--- src/sv/tsct_pkg.sv ---
`default_nettype none

package tsct_pkg;

    // Operation codes of an input item.
    typedef enum logic [1:0] {
        OP_TICK  = 2'd0,
        OP_WRITE = 2'd1,
        OP_READ  = 2'd2,
        OP_NONE  = 2'd3
    } t_op;

    // Timers decremented together on one tick, per bank.
    localparam int FAST_GROUP   = 6;
    localparam int MEDIUM_GROUP = 4;
    localparam int SLOW_GROUP   = 2;

    // Phase sequencing.
    localparam logic [2:0] FAST_WRAP   = 3'd5;
    localparam logic [3:0] MEDIUM_WRAP = 4'd10;
    localparam logic [3:0] SLOW_WRAP   = 4'd10;

    // Memory layout: one row per group, FAST_GROUP lanes wide.
    localparam int         FAST_ROWS       = 4;
    localparam int         MEDIUM_ROWS     = 9;
    localparam int         SLOW_ROWS       = 10;
    localparam int         ROWS            = FAST_ROWS + MEDIUM_ROWS + SLOW_ROWS;
    localparam int         ROW_AW          = $clog2(ROWS);
    localparam int         LANE_AW         = $clog2(FAST_GROUP);
    localparam logic [4:0] MEDIUM_BASE_ROW = 5'(FAST_ROWS);
    localparam logic [4:0] SLOW_BASE_ROW   = 5'(FAST_ROWS + MEDIUM_ROWS);

endpackage

`default_nettype wire

--- src/sv/tsct_ram.sv ---
`default_nettype none

module tsct_ram #(
    parameter int WIDTH = 8,
    parameter int DEPTH = 16
) (
    input  wire logic                     i_clk,
    input  wire logic                     i_we,
    input  wire logic [$clog2(DEPTH)-1:0] i_waddr,
    input  wire logic [WIDTH-1:0]         i_wdata,
    input  wire logic [$clog2(DEPTH)-1:0] i_raddr,
    output logic      [WIDTH-1:0]         o_rdata
);

    logic [WIDTH-1:0] r_mem [DEPTH];
    logic [WIDTH-1:0] r_rdata;

    always_ff @(posedge i_clk) begin
        if (i_we) begin
            r_mem[i_waddr] <= i_wdata;
        end
        r_rdata <= r_mem[i_raddr];
    end

    assign o_rdata = r_rdata;

endmodule

`default_nettype wire

--- src/sv/time_sliced_countdown_timer_bank_core.sv ---
// Bank of countdown timers (fast, medium and slow banks) that stop at zero.
// The counts live in a RAM of 23 rows, one row per decrement group of up to
// six timers, and every item is a read-modify-write of one row.
// Input channel: an item (operation, timer index, load value) is taken at a
// clock edge where start is high and busy is low. A tick advances the phase
// counters and decrements the one group that the new phase selects; a write
// loads one timer; a read returns one timer's count and whether it is zero.
// Sequence: the accept edge issues the row read, and the following cycle
// modifies the row and writes it back. busy is high for that one cycle, so a
// new item is taken only after the previous one has been written back.
// Result channel: o_done is high for exactly one cycle, starting at the edge
// where busy falls, with the result fields. The receiver cannot stall; each
// result must be taken in its strobe cycle.
// Reset (synchronous, active low): phases go to 1, per-row valid bits clear
// so that every timer reads as zero. No clearing pass is needed.
`default_nettype none

module time_sliced_countdown_timer_bank_core #(
    parameter int FAST_TIMERS   = 24,
    parameter int MEDIUM_TIMERS = 36,
    parameter int SLOW_TIMERS   = 19,
    parameter int COUNT_WIDTH   = 16
) (
    input  wire logic        i_clk,
    input  wire logic        i_rst_n,
    input  wire logic        start,
    output logic             busy,
    input  wire logic [1:0]  i_operation,
    input  wire logic [6:0]  i_timer_index,
    input  wire logic [15:0] i_load_value,
    output logic             o_done,
    output logic [15:0]      o_read_value,
    output logic             o_timer_expired,
    output logic             o_bad_index
);

    localparam logic [6:0] MediumBase = 7'(FAST_TIMERS);
    localparam logic [6:0] SlowBase   = 7'(FAST_TIMERS + MEDIUM_TIMERS);
    localparam logic [6:0] TotalIdx   = 7'(FAST_TIMERS + MEDIUM_TIMERS + SLOW_TIMERS);
    localparam int         RowWidth   = tsct_pkg::FAST_GROUP * COUNT_WIDTH;

    typedef logic [tsct_pkg::FAST_GROUP-1:0][COUNT_WIDTH-1:0] t_row;

    typedef enum logic [1:0] {
        S_IDLE = 2'b01,
        S_MOD  = 2'b10
    } t_state;

    t_state r_state, n_state;
    logic [2:0] r_fast, n_fast;
    logic [3:0] r_med, n_med;
    logic [3:0] r_slow, n_slow;
    logic [tsct_pkg::ROWS-1:0] r_valid;
    logic r_done;

    tsct_pkg::t_op r_op;
    logic [tsct_pkg::ROW_AW-1:0]  r_row;
    logic [tsct_pkg::LANE_AW-1:0] r_lane;
    logic r_bad;
    logic r_dec;
    logic [COUNT_WIDTH-1:0] r_load;
    logic [15:0] r_read_value;
    logic r_expired;
    logic r_bad_out;

    tsct_pkg::t_op w_op;
    logic w_accept;
    logic [2:0] w_nf;
    logic [3:0] w_nm;
    logic [3:0] w_ns;
    logic w_tick_dec;
    logic [tsct_pkg::ROW_AW-1:0] w_tick_row;
    logic [4:0] w_fj;
    logic [5:0] w_mj;
    logic [4:0] w_sj;
    logic [1:0] w_frow;
    logic [tsct_pkg::ROW_AW-1:0]  w_host_row;
    logic [tsct_pkg::LANE_AW-1:0] w_host_lane;
    logic w_bad;
    logic [tsct_pkg::ROW_AW-1:0] w_raddr;
    logic [31:0] w_load32;
    logic [RowWidth-1:0] w_rdata;
    t_row w_old, w_new;
    logic [COUNT_WIDTH-1:0] w_lane_val;
    logic [31:0] w_lane32;
    logic w_we;

    assign busy     = (r_state == S_MOD);
    assign w_accept = start && !busy;
    assign w_op     = tsct_pkg::t_op'(i_operation);
    assign w_load32 = 32'(i_load_value);

    // Phase sequencing and selection of the row that a tick decrements.
    always_comb begin
        n_fast     = r_fast;
        n_med      = r_med;
        n_slow     = r_slow;
        w_nf       = r_fast + 3'd1;
        w_nm       = r_med + 4'd1;
        w_ns       = r_slow + 4'd1;
        w_tick_dec = 1'b0;
        w_tick_row = '0;
        if (w_accept && w_op == tsct_pkg::OP_TICK) begin
            n_fast = w_nf;
            if (w_nf >= 3'd1 && w_nf < tsct_pkg::FAST_WRAP) begin
                w_tick_dec = 1'b1;
                w_tick_row = tsct_pkg::ROW_AW'(w_nf) - 5'd1;
            end else if (w_nf == tsct_pkg::FAST_WRAP) begin
                n_fast = 3'd0;
                n_med  = w_nm;
                if (w_nm >= 4'd1 && w_nm < tsct_pkg::MEDIUM_WRAP) begin
                    w_tick_dec = 1'b1;
                    w_tick_row = tsct_pkg::MEDIUM_BASE_ROW + 5'(w_nm) - 5'd1;
                end else if (w_nm == tsct_pkg::MEDIUM_WRAP) begin
                    n_med  = 4'd0;
                    n_slow = w_ns;
                    if (w_ns >= 4'd1 && w_ns <= tsct_pkg::SLOW_WRAP) begin
                        w_tick_dec = 1'b1;
                        w_tick_row = tsct_pkg::SLOW_BASE_ROW + 5'(w_ns) - 5'd1;
                    end
                    if (w_ns == tsct_pkg::SLOW_WRAP) begin
                        n_slow = 4'd0;
                    end
                end
            end
        end
    end

    // Flat timer index to row and lane.
    always_comb begin
        w_fj   = i_timer_index[4:0];
        w_mj   = 6'(i_timer_index - MediumBase);
        w_sj   = 5'(i_timer_index - SlowBase);
        w_frow = 2'd0;
        for (int r = 1; r < tsct_pkg::FAST_ROWS; r++) begin
            if (w_fj >= 5'(r * tsct_pkg::FAST_GROUP)) begin
                w_frow = 2'(r);
            end
        end
        w_host_row  = '0;
        w_host_lane = '0;
        w_bad       = 1'b0;
        if (i_timer_index < MediumBase) begin
            w_host_row  = 5'(w_frow);
            w_host_lane = 3'(w_fj - 5'(w_frow * tsct_pkg::FAST_GROUP));
        end else if (i_timer_index < SlowBase) begin
            w_host_row  = tsct_pkg::MEDIUM_BASE_ROW + 5'(w_mj[5:2]);
            w_host_lane = 3'(w_mj[1:0]);
        end else if (i_timer_index < TotalIdx) begin
            w_host_row  = tsct_pkg::SLOW_BASE_ROW + 5'(w_sj[4:1]);
            w_host_lane = 3'(w_sj[0]);
        end else begin
            w_bad = (w_op == tsct_pkg::OP_WRITE) || (w_op == tsct_pkg::OP_READ);
        end
    end

    assign w_raddr = (w_op == tsct_pkg::OP_TICK) ? w_tick_row : w_host_row;

    tsct_ram #(
        .WIDTH (RowWidth),
        .DEPTH (tsct_pkg::ROWS)
    ) u_ram (
        .i_clk   (i_clk),
        .i_we    (w_we),
        .i_waddr (r_row),
        .i_wdata (w_new),
        .i_raddr (w_raddr),
        .o_rdata (w_rdata)
    );

    // Modify step. A row never written since reset reads as all zero.
    always_comb begin
        w_old = r_valid[r_row] ? t_row'(w_rdata) : '0;
        w_new = w_old;
        if (r_op == tsct_pkg::OP_TICK) begin
            for (int l = 0; l < tsct_pkg::FAST_GROUP; l++) begin
                if (w_old[l] != '0) begin
                    w_new[l] = w_old[l] - COUNT_WIDTH'(1);
                end
            end
        end else if (r_op == tsct_pkg::OP_WRITE) begin
            w_new[r_lane] = r_load;
        end
    end

    assign w_lane_val = w_old[r_lane];
    assign w_lane32   = 32'(w_lane_val);
    assign w_we = busy && (((r_op == tsct_pkg::OP_TICK) && r_dec) ||
                           ((r_op == tsct_pkg::OP_WRITE) && !r_bad));

    always_comb begin
        unique case (r_state)
            S_IDLE:  n_state = w_accept ? S_MOD : S_IDLE;
            S_MOD:   n_state = S_IDLE;
            default: n_state = S_IDLE;
        endcase
    end

    always_ff @(posedge i_clk) begin
        if (!i_rst_n) begin
            r_state <= S_IDLE;
            r_fast  <= 3'd1;
            r_med   <= 4'd1;
            r_slow  <= 4'd1;
            r_valid <= '0;
            r_done  <= 1'b0;
        end else begin
            r_state <= n_state;
            r_fast  <= n_fast;
            r_med   <= n_med;
            r_slow  <= n_slow;
            r_done  <= busy;
            if (w_we) begin
                r_valid[r_row] <= 1'b1;
            end
        end
    end

    always_ff @(posedge i_clk) begin
        if (w_accept) begin
            r_op   <= w_op;
            r_row  <= w_raddr;
            r_lane <= w_host_lane;
            r_bad  <= w_bad;
            r_dec  <= w_tick_dec;
            r_load <= w_load32[COUNT_WIDTH-1:0];
        end
        if (busy) begin
            r_bad_out <= r_bad;
            if (r_op == tsct_pkg::OP_READ && !r_bad) begin
                r_read_value <= w_lane32[15:0];
                r_expired    <= (w_lane_val == '0);
            end else begin
                r_read_value <= 16'd0;
                r_expired    <= 1'b0;
            end
        end
    end

    assign o_done          = r_done;
    assign o_read_value    = r_read_value;
    assign o_timer_expired = r_expired;
    assign o_bad_index     = r_bad_out;

endmodule

`default_nettype wire

--- config.mk ---
export PLATFORM = sky130hd
export DESIGN_NAME = time_sliced_countdown_timer_bank_core
export DESIGN_NICKNAME = d
export VERILOG_FILES = /design/src/sv/tsct_pkg.sv /design/src/sv/tsct_ram.sv /design/src/sv/time_sliced_countdown_timer_bank_core.sv
export SDC_FILE = /design/constraint.sdc
export NUM_CORES = 2
export LEC_CHECK = 0
export BUFFER_PORTS_ARGS = -buffer_cell sky130_fd_sc_hd__buf_4
export CORE_MARGIN = 4
export CORE_UTILIZATION = 35
export CTS_CLUSTER_SIZE = 16
export DETAILED_ROUTE_END_ITERATION = 7
export GPL_TIMING_DRIVEN = 0
export PLACE_DENSITY_LB_ADDON = 0.1
export SLEW_MARGIN = 20
export SYNTH_ARGS = -nofsm -noshare
export SYNTH_HDL_FRONTEND = slang
export SYNTH_SLANG_ARGS = --single-unit
--- constraint.sdc ---
create_clock -name i_clk -period 11.8 [get_ports i_clk]
set_clock_uncertainty 0.05 [all_clocks]
set_input_delay 0.59 -clock i_clk [delete_from_list [all_inputs] [get_ports i_clk]]
set_output_delay 0.59 -clock i_clk [all_outputs]
set_load 0.02 [all_outputs]
=== After elaboration in Yosys (flattened, before gate mapping) ===
Memory sizes are Yosys's and may differ from the RTL's. A register that Yosys moved wholly into a read port is not among the register bits.
Index checks and enable logic that the tools add are counted.

* Flip-flop bits (word level): 83
* Bits in writable memories: 2,208
* Bits of input ports: 28
* Output and inout port bits: 20
* Memories kept: 1

{| class="wikitable"
|+ Memories
! name !! words !! width !! rd ports !! clocked after memory_dff !! write ports !! RTL line !! RTL
|-
| u_ram.r_mem || 23 || 96 || 1 || 1 || 1 || tsct_ram.sv:15 || <nowiki>logic [WIDTH-1:0] r_mem [DEPTH];</nowiki>
|}

* Add/subtract/negate cells: 19
* Multiply operators: 1
* $lt $le $gt $ge: 16
* Equality and inequality tests: 9
* Muxes and demuxes: 47
* Bitwise gates (word level): 3
* Reduce and logical (&&, ||, !) cells: 28

{| class="wikitable"
|+ Operator list
! cell !! count
|-
| 96-bit 2-to-1 mux || 3
|-
| 16-bit 2-to-1 mux || 8
|-
| 96-bit bitwise mux || 1
|-
| 16-bit nonzero test || 6
|-
| 16-bit by 1-bit subtractor with 16-bit output (second input constant) || 6
|-
| 5-bit 2-to-1 mux || 10
|-
| 16-bit binary-select mux with 3-bit select || 1
|-
| 16-bit demux with 3-bit select || 1
|-
| 23-bit bitwise OR || 1
|-
| 16-bit zero test || 1
|-
| 4-bit 2-to-1 mux || 3
|-
| 1-bit logical AND || 11
|-
| 1-bit 2-to-1 mux || 11
|-
| 3-bit by 4-bit adder with 5-bit output (first input constant) || 2
|-
| 4-bit by 4-bit adder with 5-bit output (first input constant) || 2
|-
| 5-bit by 1-bit subtractor with 5-bit output (second input constant) || 2
|-
| 3-bit 2-to-1 mux || 3
|-
| 4-bit by 1-bit adder with 4-bit output (second input constant) || 2
|-
| 4-bit == test (second input constant) || 2
|-
| 4-bit by 1-bit >= comparator with 1-bit output (second input constant) || 2
|-
| 2-bit 2-to-1 mux || 4
|-
| 7-bit by 5-bit < comparator with 1-bit output (second input constant) || 1
|-
| 7-bit by 6-bit < comparator with 1-bit output (second input constant) || 1
|-
| 7-bit < comparator (second input constant) || 1
|-
| 29 further kinds || 38
|}

=== Longest topological paths before layout ===
* Depth after elaboration: 10
* Mapped depth: 19
* Mapped depth without buffers: 14

=== Cells and area by module ===
A second synthesis with hierarchy kept.

* Cell total of the unflattened synthesis: 5,059
* Area, all modules: 95,571.7 um^2

{| class="wikitable"
|+ By module, submodules not included
! module !! instances !! cells each !! area each (um^2) !! seq. area each (um^2)
|-
| tsct_ram || 1 || 3,744 || 86,001.2 || 68,225.4
|-
| time_sliced_countdown_timer_bank_core || 1 || 1,315 || 9,570.4 || 2,122.0
|}

=== Worst setup path before layout ===
OpenSTA, ideal clock, no wires.

* Path type: reg-to-reg
* From: register r_op[0]
* To: memory u_ram.r_mem[10][0] (netlist bit) (enable)
* Library setup time: 0.553 ns
* Data arrival time: 5.558 ns
* Required time: 11.197 ns
* Setup slack: 5.639 ns
* Cell stages (with the launch flop): 7
* Period minus slack after synthesis: 6.161 ns
* Cell sequence: edfxtp_1 > clkbuf_1 > nor2_1 > a2111oi_0 > nor2b_1 > nand2_1 > nor2_1

* Cells in the longest elaborated chain, start to end: 6

{| class="wikitable"
|+ RTL lines
! element !! RTL line !! RTL
|-
| from (decl) || time_sliced_countdown_timer_bank_core.sv:56 || <nowiki>tsct_pkg::t_op r_op;</nowiki>
|-
| from (signal assigned) || time_sliced_countdown_timer_bank_core.sv:221 || <nowiki>r_op <= w_op;</nowiki>
|-
| 2-bit by 1-bit == test with 1-bit output or 2-bit zero test (tied branches) || time_sliced_countdown_timer_bank_core.sv:189, time_sliced_countdown_timer_bank_core.sv:188 ||
|-
| 1-bit logical AND, on equally long branches || time_sliced_countdown_timer_bank_core.sv:189, time_sliced_countdown_timer_bank_core.sv:188 ||
|-
| 1-bit logical OR (*) || time_sliced_countdown_timer_bank_core.sv:188 || <nowiki>assign w_we = busy && (((r_op == tsct_pkg::OP_TICK) && r_dec) ||</nowiki>
|-
| 1-bit logical AND (*) || time_sliced_countdown_timer_bank_core.sv:188 ||
|-
| 1-bit 2-to-1 mux (*) || tsct_ram.sv:19 || <nowiki>if (i_we) begin</nowiki>
|-
| 1-bit 2-to-1 mux (not written as such) (*) || tsct_ram.sv:20 || <nowiki>r_mem[i_waddr] <= i_wdata;</nowiki>
|-
| to (decl) || tsct_ram.sv:15 ||
|}

Every way passes the cells marked *; elsewhere a longest branch is shown, timed or not.

=== Worst setup path after layout ===
* From: register r_row[1] (netlist bit)
* To: memory u_ram.r_mem[20][31] (netlist bit), data pin

* Cells in the longest elaborated chain, start to end: 6

{| class="wikitable"
|+ RTL lines
! element !! RTL line !! RTL
|-
| from (decl) || time_sliced_countdown_timer_bank_core.sv:57 || <nowiki>logic [tsct_pkg::ROW_AW-1:0] r_row;</nowiki>
|-
| from (signal assigned) || time_sliced_countdown_timer_bank_core.sv:222 || <nowiki>r_row <= w_raddr;</nowiki>
|-
| 1-bit binary-select mux with 5-bit select (*) || time_sliced_countdown_timer_bank_core.sv:173 || <nowiki>w_old = r_valid[r_row] ? t_row'(w_rdata) : '0;</nowiki>
|-
| 1-bit 2-to-1 mux (not written as such) (*) || time_sliced_countdown_timer_bank_core.sv:173 ||
|-
| 96-bit 2-to-1 mux (*) || time_sliced_countdown_timer_bank_core.sv:173 ||
|-
| 16-bit by 1-bit subtractor with 16-bit output, or another cell as far along || time_sliced_countdown_timer_bank_core.sv:178 || <nowiki>w_new[l] = w_old[l] - COUNT_WIDTH'(1);</nowiki>
|-
| 16-bit 2-to-1 mux or 96-bit 2-to-1 mux (tied branches) || time_sliced_countdown_timer_bank_core.sv:177, time_sliced_countdown_timer_bank_core.sv:181 ||
|-
| 96-bit 2-to-1 mux (*) || time_sliced_countdown_timer_bank_core.sv:175 || <nowiki>if (r_op == tsct_pkg::OP_TICK) begin</nowiki>
|-
| named net u_ram.i_wdata[31] || tsct_ram.sv:10 || <nowiki>input wire logic [WIDTH-1:0] i_wdata,</nowiki>
|}

The timed path passes the listed nets; every way through them passes the cells marked *. The select of a mux whose other input is x is not followed.

==> flow_metrics.env <==
export IMPL_dpl_hpwl_mm=272
export IMPL_synth_seq_cells=2387
export IMPL_drv_cap=0
export IMPL_vias_per_cell=5.67
export IMPL_chipWidth_um=533
export IMPL_powerDensity_nw_per_um2=177
export IMPL_grt_max_degree=29
export IMPL_netlist_instances=7320
export IMPL_antenna_found_initial=43
export IMPL_crit_arrival_ns=8.74
export IMPL_post_cts_buffers=0
export IMPL_port_buffer_count=45
export IMPL_drc=0
export IMPL_syn_to_final_growth_pct=19.0
export IMPL_path_clk_slew_ns=0.07
export IMPL_timing_hold_ws_ns=0.0666
export IMPL_grt_pass1_wl_mm=520
export IMPL_hold_viol_final=0
export IMPL_grt_pass1_vias=63300
export IMPL_path_max_fanout=23
export IMPL_gp_congestion=0.996
export IMPL_drtIter0Drc=7745
export IMPL_syn_num_nets=7380
export IMPL_min_period_ns=8.22
export IMPL_worst_slew_pin_slew_ns=1.28
export IMPL_cp_required_ns=12.32
export IMPL_hp_start="i_timer_index[5]"
export IMPL_final_area_um2=115000
export IMPL_outcome="finished, final reports clean"
export IMPL_grt_overflow=0
export IMPL_crit_family="buffers and inverters"
export IMPL_max_clock_freq_mhz=122
export IMPL_reg2reg_setup_slack_ns=3.58
export IMPL_dr_pass1_iters=8
export IMPL_fin_cells=11700
export IMPL_fp_row_count=192
export IMPL_path_buf_inv=6
export IMPL_syn_area_um2=96300
export IMPL_cp_common_cell="a21oi_1"
export IMPL_clock_sinks=2387
export IMPL_yosys_warnings=0
export IMPL_maxSlewHeadroom_pct=14.8
export IMPL_r2r_end="u_ram.r_mem[20][31]$_DFFE_PP_"
export IMPL_r2r_start="r_row[1]$_DFFE_PP_"
export IMPL_p_leak_nw=38.8
export IMPL_ant_nets=0
export IMPL_wl_per_cell_um=32.4
export IMPL_vias=66300
export IMPL_htree_levels=5
export IMPL_core_region_area_um2=274000
export IMPL_setup_tns_ns=0
export IMPL_ys_seq_area_share_pct=73.0
export IMPL_synth_edf_count=2254
export IMPL_setup_violations=0
export IMPL_drive_gt1_share_pct=11.9
export IMPL_start_kind="flip-flop"
export IMPL_cp_slowest_stage_delay_ns=0.99
export IMPL_synth_area_per_cell_um2=13.2
export IMPL_rsz0062_at_grt="no"
export IMPL_synthArstFlopShare_pct=0
export IMPL_seq_area_um2=70300
export IMPL_drt_wl_total_mm=378
export IMPL_final_cell_mix="2254 x edfxtp_1, 1773 x nand2_1, 497 x a21oi_1, 320 x nand3_1, 319 x clkbuf_1"
export IMPL_die_area_um2=284000
export IMPL_start_util_pct=35.2
export IMPL_drv_slew=0
export IMPL_placed_cells=11200
export IMPL_ys_types=93
export IMPL_io_pins=48
export IMPL_place_area_um2=106000
export IMPL_min_to="r_lane[1]$_DFFE_PP_"
export IMPL_fillCellCount=25400
export IMPL_end_kind="flip-flop"
export IMPL_crit_path_cell_trace="clkbuf_1, mux4_2, nor2b_1, a21oi_1, nand4_1, buf_2, buf_2, clkbuf_1, clkbuf_2, buf_1, nand2_1, ha_1, a21boi_4, a21oi_1, a21oi_1, nor2_1, a21oi_1, nor2_2"
export IMPL_crit_type="flip-flop to flip-flop"
export IMPL_vdd_drop_max_uv=111
export IMPL_r2r_cells=18
export IMPL_grt_usage_pct=26.0
export IMPL_clock_latency_ns=0.93
export IMPL_cts_made_buffers=271
export IMPL_critPathSlowestCell="buf_1"
export IMPL_fin_nets=7921
export IMPL_multiInputGateArea_um2=24800
export IMPL_clock_path_buffers=4
export IMPL_hold_depth=2
export IMPL_synth_ff_type="edfxtp_1"
export IMPL_fin_crit_sh_pct=69.7
export IMPL_cts_root_buffer="clkbuf_16"
export IMPL_cts_tree="built"
export IMPL_hold_class="input pin to flip-flop"
export IMPL_final_common_cell="edfxtp_1"
export IMPL_die_y_um=533
-- area by class of cell --
class	count	area share, %
Sequential cell	2387	61.3
Multi-Input combinational cell	4437	21.6
Clock buffer	368	6.45
Tap cell	3589	3.92
Timing Repair Buffer	268	3.87
Buffer	464	1.77
Clock inverter	118	0.908
Inverter	32	0.109
Antenna cell	27	0.0589
-- power breakdown --
group / internal, mW / switching, mW / leakage, nW
Combinational: 0.591 / 1.79 / 12.9
Clock: 4.65 / 3.48 / 4.11
Sequential: 9.37 / 0.467 / 21.8
-- synthesized netlist by cell type (all sizes together), types with 32 or more instances --
| cell | instances | area [um2] |
|---|---|---|
| nand3 | 320 | 1600 |
| clkbuf | 256 | 961 |
| o22ai | 102 | 638 |
| nor3 | 151 | 771 |
| o21ai | 115 | 576 |
| buf | 208 | 1040 |
| a21oi | 517 | 2610 |
| mux2i | 288 | 2890 |
| dfxtp | 133 | 2660 |
| a221oi | 37 | 324 |
| a2111oi | 148 | 1300 |
| a31oi | 254 | 1590 |
| a22oi | 40 | 305 |
| nor2 | 249 | 935 |
| edfxtp | 2254 | 67700 |
| nand2 | 1778 | 6680 |
| ha | 32 | 400 |
-- timing repair --
action                                 4_1_cts  5_1_grt
hold buffers                                21        0
resized for setup                            0        0
endpoints found under the hold margin       23        0
-- cells by family (layout without fill, tap and decap cells) --
kind of cell | after synthesis | after routing | synth area share [%]
and+or+nand+nor | 2672 | 2672 | 11.6
DFF | 2387 | 2387 | 73.0
AOI/OAI and AO/OA | 1419 | 1419 | 9.44
buffers and inverters | 496 | 1250 | 2.20
muxes | 294 | 294 | 3.12
adders and majority gates | 32 | 32 | 0.416
xor gates and xnor gates | 20 | 20 | 0.197
other | 0 | 27 | 0
-- through the flow --
step,total power [mW],util [%],setup slack [ns]
after detailed placement,12.3,38.7,3.64
final,20.3,41.9,3.58
after global placement,12.3,36.9,-1.78
after CTS,20.5,41.8,3.58
after global routing,21.0,41.9,3.58
after floorplan,10.8,-,5.64
-- sequential cells by signal, indices dropped and copies added, names as in the netlist --
| signal | flops |
|---|---|
| o_timer_expired | 1 |
| r_fast | 3 |
| r_med | 4 |
| o_done | 1 |
| u_ram.o_rdata | 96 |
| o_read_value | 16 |
| u_ram.r_mem | 2208 |
| r_op | 2 |
| r_bad | 1 |
| o_bad_index | 1 |
| r_load | 16 |
| r_slow | 4 |
| r_valid | 23 |
| r_dec | 1 |
| r_row | 5 |
| r_lane | 3 |
| r_state | 2 |
-- how the worst max path moves through the flow --
stage                     depth (start not counted)          startpoint                             to
final                                            18  r_row[1]$_DFFE_PP_  u_ram.r_mem[20][31]$_DFFE_PP_
after CTS                                        19  r_row[1]$_DFFE_PP_  u_ram.r_mem[16][72]$_DFFE_PP_
after global placement                            5   r_op[0]$_DFFE_PP_  u_ram.r_mem[19][55]$_DFFE_PP_
after detailed placement                         19  r_row[1]$_DFFE_PP_  u_ram.r_mem[17][72]$_DFFE_PP_
after floorplan                                   6   r_op[0]$_DFFE_PP_   u_ram.r_mem[10][0]$_DFFE_PP_
after global routing                             18  r_row[1]$_DFFE_PP_  u_ram.r_mem[20][31]$_DFFE_PP_
-- routing by layer --
metal,GRT usage (%),share of wire [%]
met1,36.4,43
met2,40.5,46
met4,9.73,3.9
met5,0,0.0077
met3,4.37,7.1
(Power assumes the default switching activity.)
